**config.mk**
```make
export PLATFORM = sky130hd
export DESIGN_NAME = lru_replacement_tracker_top
export DESIGN_NICKNAME = d
export VERILOG_FILES = /design/src/sv/lrt_pkg.sv /design/src/sv/lru_replacement_tracker_top.sv /design/src/sv/lrt_cell.sv
export VERILOG_INCLUDE_DIRS = /design/src /design/src/sv
export SDC_FILE = /design/constraint.sdc
export NUM_CORES = 1
export LEC_CHECK = 0
export ABC_AREA = 1
export BUFFER_PORTS_ARGS = -buffer_cell sky130_fd_sc_hd__buf_4
export CAP_MARGIN = 20
export CORE_MARGIN = 4
export CORE_UTILIZATION = 50
export CTS_CLUSTER_DIAMETER = 50
export DETAILED_ROUTE_END_ITERATION = 7
export PLACE_DENSITY_LB_ADDON = 0.1
export SETUP_SLACK_MARGIN = 0.05
export SLEW_MARGIN = 10
export SYNTH_ARGS = -nofsm -noshare
export SYNTH_HDL_FRONTEND = slang
export SYNTH_SLANG_ARGS = --single-unit
export TNS_END_PERCENT = 30
```
**constraint.sdc**
```tcl
create_clock -name clk_i -period 11.4 [get_ports clk_i]
set_input_delay 1.14 -clock clk_i [delete_from_list [all_inputs] [get_ports clk_i]]
set_output_delay 1.14 -clock clk_i [all_outputs]
set_load 0.01 [all_outputs]
```
**src/sv/lru_replacement_tracker_top_defines.svh**
```systemverilog
// assertion macros for the lru replacement tracker
// no dependencies; taken in by the modules that carry assertions
`ifndef LRU_REPLACEMENT_TRACKER_TOP_DEFINES_SVH
`define LRU_REPLACEMENT_TRACKER_TOP_DEFINES_SVH

`ifndef NO_ASSERTIONS
`define LRT_ASSERT_IMP(name, clk, rst_n, ante, cons, msg) \
  name: assert property (@(posedge clk) disable iff (!rst_n) (ante) |-> (cons)) else $error(msg);
`define LRT_ASSERT_NXT(name, clk, rst_n, ante, cons, msg) \
  name: assert property (@(posedge clk) disable iff (!rst_n) (ante) |=> (cons)) else $error(msg);
`else
`define LRT_ASSERT_IMP(name, clk, rst_n, ante, cons, msg)
`define LRT_ASSERT_NXT(name, clk, rst_n, ante, cons, msg)
`endif

`endif

```
**src/sv/lrt_pkg.sv**
```systemverilog
// shared types and constants for the lru replacement tracker
// no dependencies; used by lrt_cell and lru_replacement_tracker_top
package lrt_pkg;

  localparam int unsigned EntriesDef = 16;
  localparam int unsigned KeyBitsDef = 16;
  localparam int unsigned OccW       = 5;

  typedef enum logic [1:0] {
    KIND_INSERT = 2'd0,
    KIND_VICTIM = 2'd1,
    KIND_ERASE  = 2'd2
  } kind_e;

  typedef enum logic [1:0] {
    ST_OK   = 2'd0,
    ST_MISS = 2'd1,
    ST_FULL = 2'd2
  } status_e;

  // one-hot operation strobe broadcast to every cell
  typedef struct packed {
    logic ins_hit;
    logic append;
    logic victim;
    logic erase;
  } cell_ctl_t;

endpackage

```
**src/sv/lru_replacement_tracker_top.sv**
```systemverilog
// lru replacement tracker: a chain of ENTRIES cells, least recent key in cell 0
// the result of an item is registered and shown in the cycle after it is accepted
// throughput: one item per cycle while the output is not stalled; a single pass of key match and neighbour shift
// the next item is taken while the current result waits, unless it is stalled
// reset clears all valid bits and the count; key storage is not reset
module lru_replacement_tracker_top import lrt_pkg::*; #(
  parameter int unsigned ENTRIES  = EntriesDef,
  parameter int unsigned KEY_BITS = KeyBitsDef
) (
  input  logic                clk_i,
  input  logic                rst_ni,
  input  logic                in_valid_i,
  output logic                in_stall_o,
  input  logic [1:0]          kind_i,
  input  logic [KEY_BITS-1:0] key_i,
  output logic                out_valid_o,
  input  logic                out_stall_i,
  output logic [1:0]          status_o,
  output logic [KEY_BITS-1:0] victim_key_o,
  output logic [OccW-1:0]     occupancy_o
);

  `include "lru_replacement_tracker_top_defines.svh"

  localparam int unsigned CntW = $clog2(ENTRIES + 1);

  logic [KEY_BITS-1:0] key_vec [ENTRIES];
  logic [ENTRIES-1:0]  valid_vec;
  logic [ENTRIES-1:0]  hit_vec;
  logic [ENTRIES:0]    carry_vec;

  cell_ctl_t           ctl;
  logic                accept, found, full, empty;
  logic [CntW-1:0]     count_q, count_d;
  status_e             status;
  logic [KEY_BITS-1:0] victim;
  logic [CntW+OccW-1:0] occ_wide;

  logic                out_valid_q;
  status_e             status_q;
  logic [KEY_BITS-1:0] victim_q;
  logic [OccW-1:0]     occ_q;

  assign carry_vec[0] = 1'b0;

  for (genvar i = 0; i < ENTRIES; i++) begin : g_cell
    logic [KEY_BITS-1:0] nkey;
    logic                nvalid, pvalid;
    if (i == ENTRIES - 1) begin : g_last
      assign nkey   = '0;
      assign nvalid = 1'b0;
    end else begin : g_mid
      assign nkey   = key_vec[i+1];
      assign nvalid = valid_vec[i+1];
    end
    if (i == 0) begin : g_first
      assign pvalid = 1'b1;
    end else begin : g_rest
      assign pvalid = valid_vec[i-1];
    end
    lrt_cell #(
      .KEY_BITS(KEY_BITS)
    ) u_cell (
      .clk_i       (clk_i),
      .rst_ni      (rst_ni),
      .ctl_i       (ctl),
      .key_i       (key_i),
      .next_key_i  (nkey),
      .next_valid_i(nvalid),
      .prev_valid_i(pvalid),
      .carry_i     (carry_vec[i]),
      .carry_o     (carry_vec[i+1]),
      .key_o       (key_vec[i]),
      .valid_o     (valid_vec[i]),
      .hit_o       (hit_vec[i])
    );
  end

  assign in_stall_o = out_valid_q && out_stall_i;
  assign accept     = in_valid_i && !in_stall_o;
  assign found      = |hit_vec;
  assign full       = valid_vec[ENTRIES-1];
  assign empty      = !valid_vec[0];

  always_comb begin
    ctl     = '0;
    status  = ST_OK;
    victim  = '0;
    count_d = count_q;
    if (accept) begin
      case (kind_e'(kind_i))
        KIND_INSERT: begin
          if (found) begin
            ctl.ins_hit = 1'b1;
          end else if (full) begin
            status = ST_FULL;
          end else begin
            ctl.append = 1'b1;
            count_d    = count_q + CntW'(1);
          end
        end
        KIND_VICTIM: begin
          if (empty) begin
            status = ST_MISS;
          end else begin
            ctl.victim = 1'b1;
            victim     = key_vec[0];
            count_d    = count_q - CntW'(1);
          end
        end
        KIND_ERASE: begin
          if (!found) begin
            status = ST_MISS;
          end else begin
            ctl.erase = 1'b1;
            count_d   = count_q - CntW'(1);
          end
        end
        default: begin
        end
      endcase
    end
  end

  assign occ_wide = {{OccW{1'b0}}, count_d};

  always_ff @(posedge clk_i or negedge rst_ni) begin
    if (!rst_ni) begin
      count_q     <= '0;
      out_valid_q <= 1'b0;
    end else begin
      count_q <= count_d;
      if (accept) begin
        out_valid_q <= 1'b1;
      end else if (!out_stall_i) begin
        out_valid_q <= 1'b0;
      end
    end
  end

  always_ff @(posedge clk_i) begin
    if (accept) begin
      status_q <= status;
      victim_q <= victim;
      occ_q    <= occ_wide[OccW-1:0];
    end
  end

  assign out_valid_o  = out_valid_q;
  assign status_o     = status_q;
  assign victim_key_o = victim_q;
  assign occupancy_o  = occ_q;

  `LRT_ASSERT_IMP(a_count_matches_valid, clk_i, rst_ni, 1'b1, $countones(valid_vec) == int'(count_q), "count and valid bits disagree")
  `LRT_ASSERT_IMP(a_single_hit, clk_i, rst_ni, 1'b1, $onehot0(hit_vec), "key held in more than one cell")
  `LRT_ASSERT_IMP(a_valid_packed, clk_i, rst_ni, 1'b1, (valid_vec & (valid_vec + 1'b1)) == '0, "valid cells not packed from cell 0")
  `LRT_ASSERT_NXT(a_append_grows, clk_i, rst_ni, ctl.append, count_q == $past(count_q) + CntW'(1), "append did not grow the count")
  `LRT_ASSERT_IMP(a_full_status, clk_i, rst_ni, out_valid_q && (status_q == ST_FULL), count_q == CntW'(ENTRIES), "full status with free slots")

endmodule

```
**src/sv/lrt_cell.sv**
```systemverilog
// one slot of the recency chain: holds a key and its valid bit
// depends on lrt_pkg; instantiated in a row by lru_replacement_tracker_top
module lrt_cell import lrt_pkg::*; #(
  parameter int unsigned KEY_BITS = KeyBitsDef
) (
  input  logic                clk_i,
  input  logic                rst_ni,
  input  cell_ctl_t           ctl_i,
  input  logic [KEY_BITS-1:0] key_i,
  input  logic [KEY_BITS-1:0] next_key_i,
  input  logic                next_valid_i,
  input  logic                prev_valid_i,
  input  logic                carry_i,
  output logic                carry_o,
  output logic [KEY_BITS-1:0] key_o,
  output logic                valid_o,
  output logic                hit_o
);

  logic [KEY_BITS-1:0] key_q, key_d;
  logic                valid_q, valid_d;
  logic                sel;

  assign hit_o   = valid_q && (key_q == key_i);
  assign carry_o = carry_i || hit_o;
  assign sel     = ctl_i.victim || carry_o;
  assign key_o   = key_q;
  assign valid_o = valid_q;

  always_comb begin
    key_d   = key_q;
    valid_d = valid_q;
    // close the gap: take the neighbour's key
    if ((ctl_i.ins_hit || ctl_i.victim || ctl_i.erase) && sel && valid_q && next_valid_i) begin
      key_d = next_key_i;
    end
    // touched key lands at the most recent end
    if (ctl_i.ins_hit && sel && valid_q && !next_valid_i) begin
      key_d = key_i;
    end
    // new key goes into the first free slot
    if (ctl_i.append && !valid_q && prev_valid_i) begin
      key_d   = key_i;
      valid_d = 1'b1;
    end
    // removal frees the tail slot
    if ((ctl_i.victim || ctl_i.erase) && valid_q && !next_valid_i) begin
      valid_d = 1'b0;
    end
  end

  always_ff @(posedge clk_i or negedge rst_ni) begin
    if (!rst_ni) begin
      valid_q <= 1'b0;
    end else begin
      valid_q <= valid_d;
    end
  end

  always_ff @(posedge clk_i) begin
    key_q <= key_d;
  end

endmodule
```
==> qor.yml <==
worst_hold_path:
  hp-class: "in2async"
cts:
  worstSkewPairLatency_ns: 0.57
  cts.sinks: 301
  clk_path_buf_depth: 3
  cts_tree: "built"
  post_cts.repair.setup_buffers: 0
  holdBufCountCts: 0
  cts_max_level: 2
  numCtsBuffers: 40
  path_clk_slew_ns: 0.06
  ctsResizeCount: 0
  clockRootBuffer: "clkbuf_16"
floorplan:
  io_pins: 47
  die_x_um: 199.1
  die_y_um: 199.1
  die_area_mm2: 0.03965
  core_area_mm2: 0.03583
  start_util_pct: 50.97
  row_count: 69
pwr:
  power_density_mw_per_mm2: 149.3
  p_leak_uw: 0.008641
  peakVddDrop_mv: 0.1673
global_routing:
  grt_max_degree: 39
  top_usage_layer: "met2"
  first_global_vias: 14940
  grtUsageTotal_pct: 30.89
  overflow: 0
  antenna_found_initial: 0
  grt_use_met3_pct: 7.452
  met2_usage_pct: 47.04
  grt_pass1_wl_mm: 91.50
  groute.layer.met1.usage_pct: 43.71
timing:
  relSlewSlack_pct: 36.95
  post-route-period-util_pct: 45.13
  finalClockSkew_ns: 0.02027
  max_freq_mhz: 194.4
  hold_violations: 0
  fin_setup_tns_ns: 0
  setup_viol: 0
  worstMarginPinSlew_ns: 0.9448
  drv_slew: 0
  fin_crit_ns: 5.145
  rsz0062_at_grt: "no"
detailed_routing:
  drt-pass1-iter-count: 6
  drc: 0
  wl_per_cell_um: 21.77
  drtAntennaViolNets: 0
  drt_iter0_markers: 1863
  routed_wl_mm: 61.74
  avgViaCountPerCell: 5.672
  vias: 16090
critical_path:
  critPathArrivalTime_ns: 5.33
  cpPeakStageDelay_ns: 0.70
  cp_slowest_cell: "inv_1"
  critical_path_class: "in2reg"
  start_kind: "input pin"
  crit_fanout: 30
  cp_common_cell: "nand2_1"
  crit_chain: "buf_4 -> inv_1 -> nand2_1 -> nand2_1 -> nor2_1 -> nand2_1 -> nor2_1 -> nand3_1 -> nand2_1 -> nor2_2 -> nand3_4 -> nor2_8 -> nand2_4 -> nor2_8 -> nand2_1 -> nand2_1 -> inv_1 -> nand2_1"
  endpoint_kind: "flop"
  reg2reg_depth: 17
  r2r_slack_ns: 7.41
  worstPathRequired_ns: 11.58
finish:
  fill_cells: 3346
  layout_commonest_cell: "nand2_1"
  layout-drive-gt1-share_pct: 7.537
  fin_util_pct: 55.62
  nets: 2372
  antenna_cells: 0
  syn2layout_area_growth_pct: 9.112
  final_cell_mix: "853 x nand2_1, 279 x edfxtp_1, 255 x inv_1"
place:
  dp_hpwl_mm: 40.55
  gp_congestion: 0.9283
  io_buffers: 46
run_status:
  outcome: "finished, final reports clean"
synthesis:
  ys_ff_latch: 301
  syn-num-nets: 2382
  synth_area_mm2: 0.01826
  ys.flop_type: "edfxtp_1"
  synthCells: 2358
  synth-edff-count: 279
  synthDistinctLibCells: 49
  synth.yosys.seq_area_share_pct: 48.89
  synthArstFlopShare_pct: 7.309
  ys_warn_count: 0
  avgSynthCellArea_um2: 7.745
job:
  cap_viol_max_count: 0
==> cells by family after synthesis <==
family,count (synthesis),synth area share [%]
buffers and inverters,391,9.523
AOI/OAI and AO/OA,340,9.852
adders and majority gates,2,0.1370
DFF,301,48.89
xor gates and xnor gates,54,2.590
and+or+nand+nor,1270,29.01
==> stage by stage <==
step                setup WS (ns)  cells  instance area, um^2  power, uW  hold WS, ns
floorplan                   6.310   2358                18260       1560       0.5226
global placement            5.789   2766                18590       1691       0.4723
detailed placement          5.767   2767                18600       1692       0.4832
CTS                         6.363   2836                19930       2979       0.4745
global route                5.923   2836                19930       3069       0.4863
finish                      6.255   2836                19930       2974       0.4799
==> report_power, final <==
| group | internal, uW | leakage (uW) | switching (uW) |
|---|---|---|---|
| Combinational | 104 | 0.00525 | 269 |
| Clock | 793 | 0.000639 | 499 |
| Sequential | 1250 | 0.00275 | 54.8 |
| Total | 2150 | 0.00864 | 823 |
==> registers in the layout, summed over array words and instances (netlist names) <==
name                   count
count_q                    5
g_cell.u_cell.key_o      256
g_cell.u_cell.valid_o     16
occupancy_o                5
out_valid_o                1
status_o                   2
victim_key_o              16
==> worst paths after layout <==
path,start,end
setup / recovery,key_i[12],g_cell[2].u_cell.key_o[14]$_DFFE_PP_
hold / removal,rst_ni,g_cell[15].u_cell.valid_o$_DFFE_PN0P_
setup reg to reg,g_cell[10].u_cell.key_o[15]$_DFFE_PP_,g_cell[2].u_cell.key_o[14]$_DFFE_PP_
hold reg to reg,out_valid_o$_DFFE_PN0P_,out_valid_o$_DFFE_PN0P_
max in group asynchronous,rst_ni,g_cell[10].u_cell.valid_o$_DFFE_PN0P_
min in group clk_i,out_valid_o$_DFFE_PN0P_,out_valid_o$_DFFE_PN0P_
==> worst max-delay path: cells and delay by family <==
| family | cells | cell delay [ns] |
|---|---|---|
| buffers and inverters | 3 | 1.27 |
| AND/OR/NAND/NOR | 15 | 2.89 |
==> metal layers <==
metal  part of all wire (%)  vias up
met5                      0        -
met4                    3.6        0
met3                     11      149
met2                     43      882
met1                     43     7385
li1                       -     7671
==> cells in the mapped netlist, types with 2 or more instances <==
| master | instances | area (um^2) |
|---|---|---|
| o31ai_1 | 3 | 22.52 |
| xnor2_1 | 16 | 140.1 |
| inv_1 | 255 | 957.2 |
| clkbuf_1 | 18 | 67.56 |
| and3_1 | 2 | 12.51 |
| o21ai_1 | 129 | 645.6 |
| nor2_4 | 2 | 22.52 |
| inv_2 | 23 | 86.33 |
| nand4_1 | 46 | 287.8 |
| nor3_1 | 30 | 150.1 |
| nor4_1 | 11 | 68.82 |
| and2_1 | 2 | 12.51 |
| nand2_4 | 7 | 78.83 |
| dfrtp_1 | 22 | 550.5 |
| nor3b_1 | 4 | 30.03 |
| or2_2 | 2 | 12.51 |
| buf_4 | 41 | 307.8 |
| o21ai_0 | 162 | 810.8 |
| a21oi_1 | 14 | 70.07 |
| nor2_8 | 2 | 40.04 |
| inv_4 | 2 | 12.51 |
| nand3_1 | 92 | 460.4 |
| buf_6 | 8 | 90.09 |
| o211ai_1 | 12 | 90.09 |
| nand3_2 | 6 | 60.06 |
| a22o_1 | 9 | 78.83 |
| buf_2 | 41 | 205.2 |
| nand3b_1 | 3 | 22.52 |
| nand2_2 | 11 | 68.82 |
| xor2_1 | 38 | 332.8 |
| edfxtp_1 | 279 | 8378 |
| o22ai_1 | 3 | 18.77 |
| nor2_2 | 4 | 25.02 |
| nand2_1 | 853 | 3202 |
| nor2_1 | 191 | 716.9 |
| ha_1 | 2 | 25.02 |
==> final cells by class <==
type	instances	area (um^2)	area share [%]
Sequential cell	301	8929	44.81
Tap cell	461	576.8	2.895
Clock inverter	22	280.3	1.407
Inverter	281	1060	5.318
Multi-Input combinational cell	1666	7597	38.13
Clock buffer	47	1049	5.262
Timing Repair Buffer	58	435.4	2.185
Power figures use the tool's default switching activity.
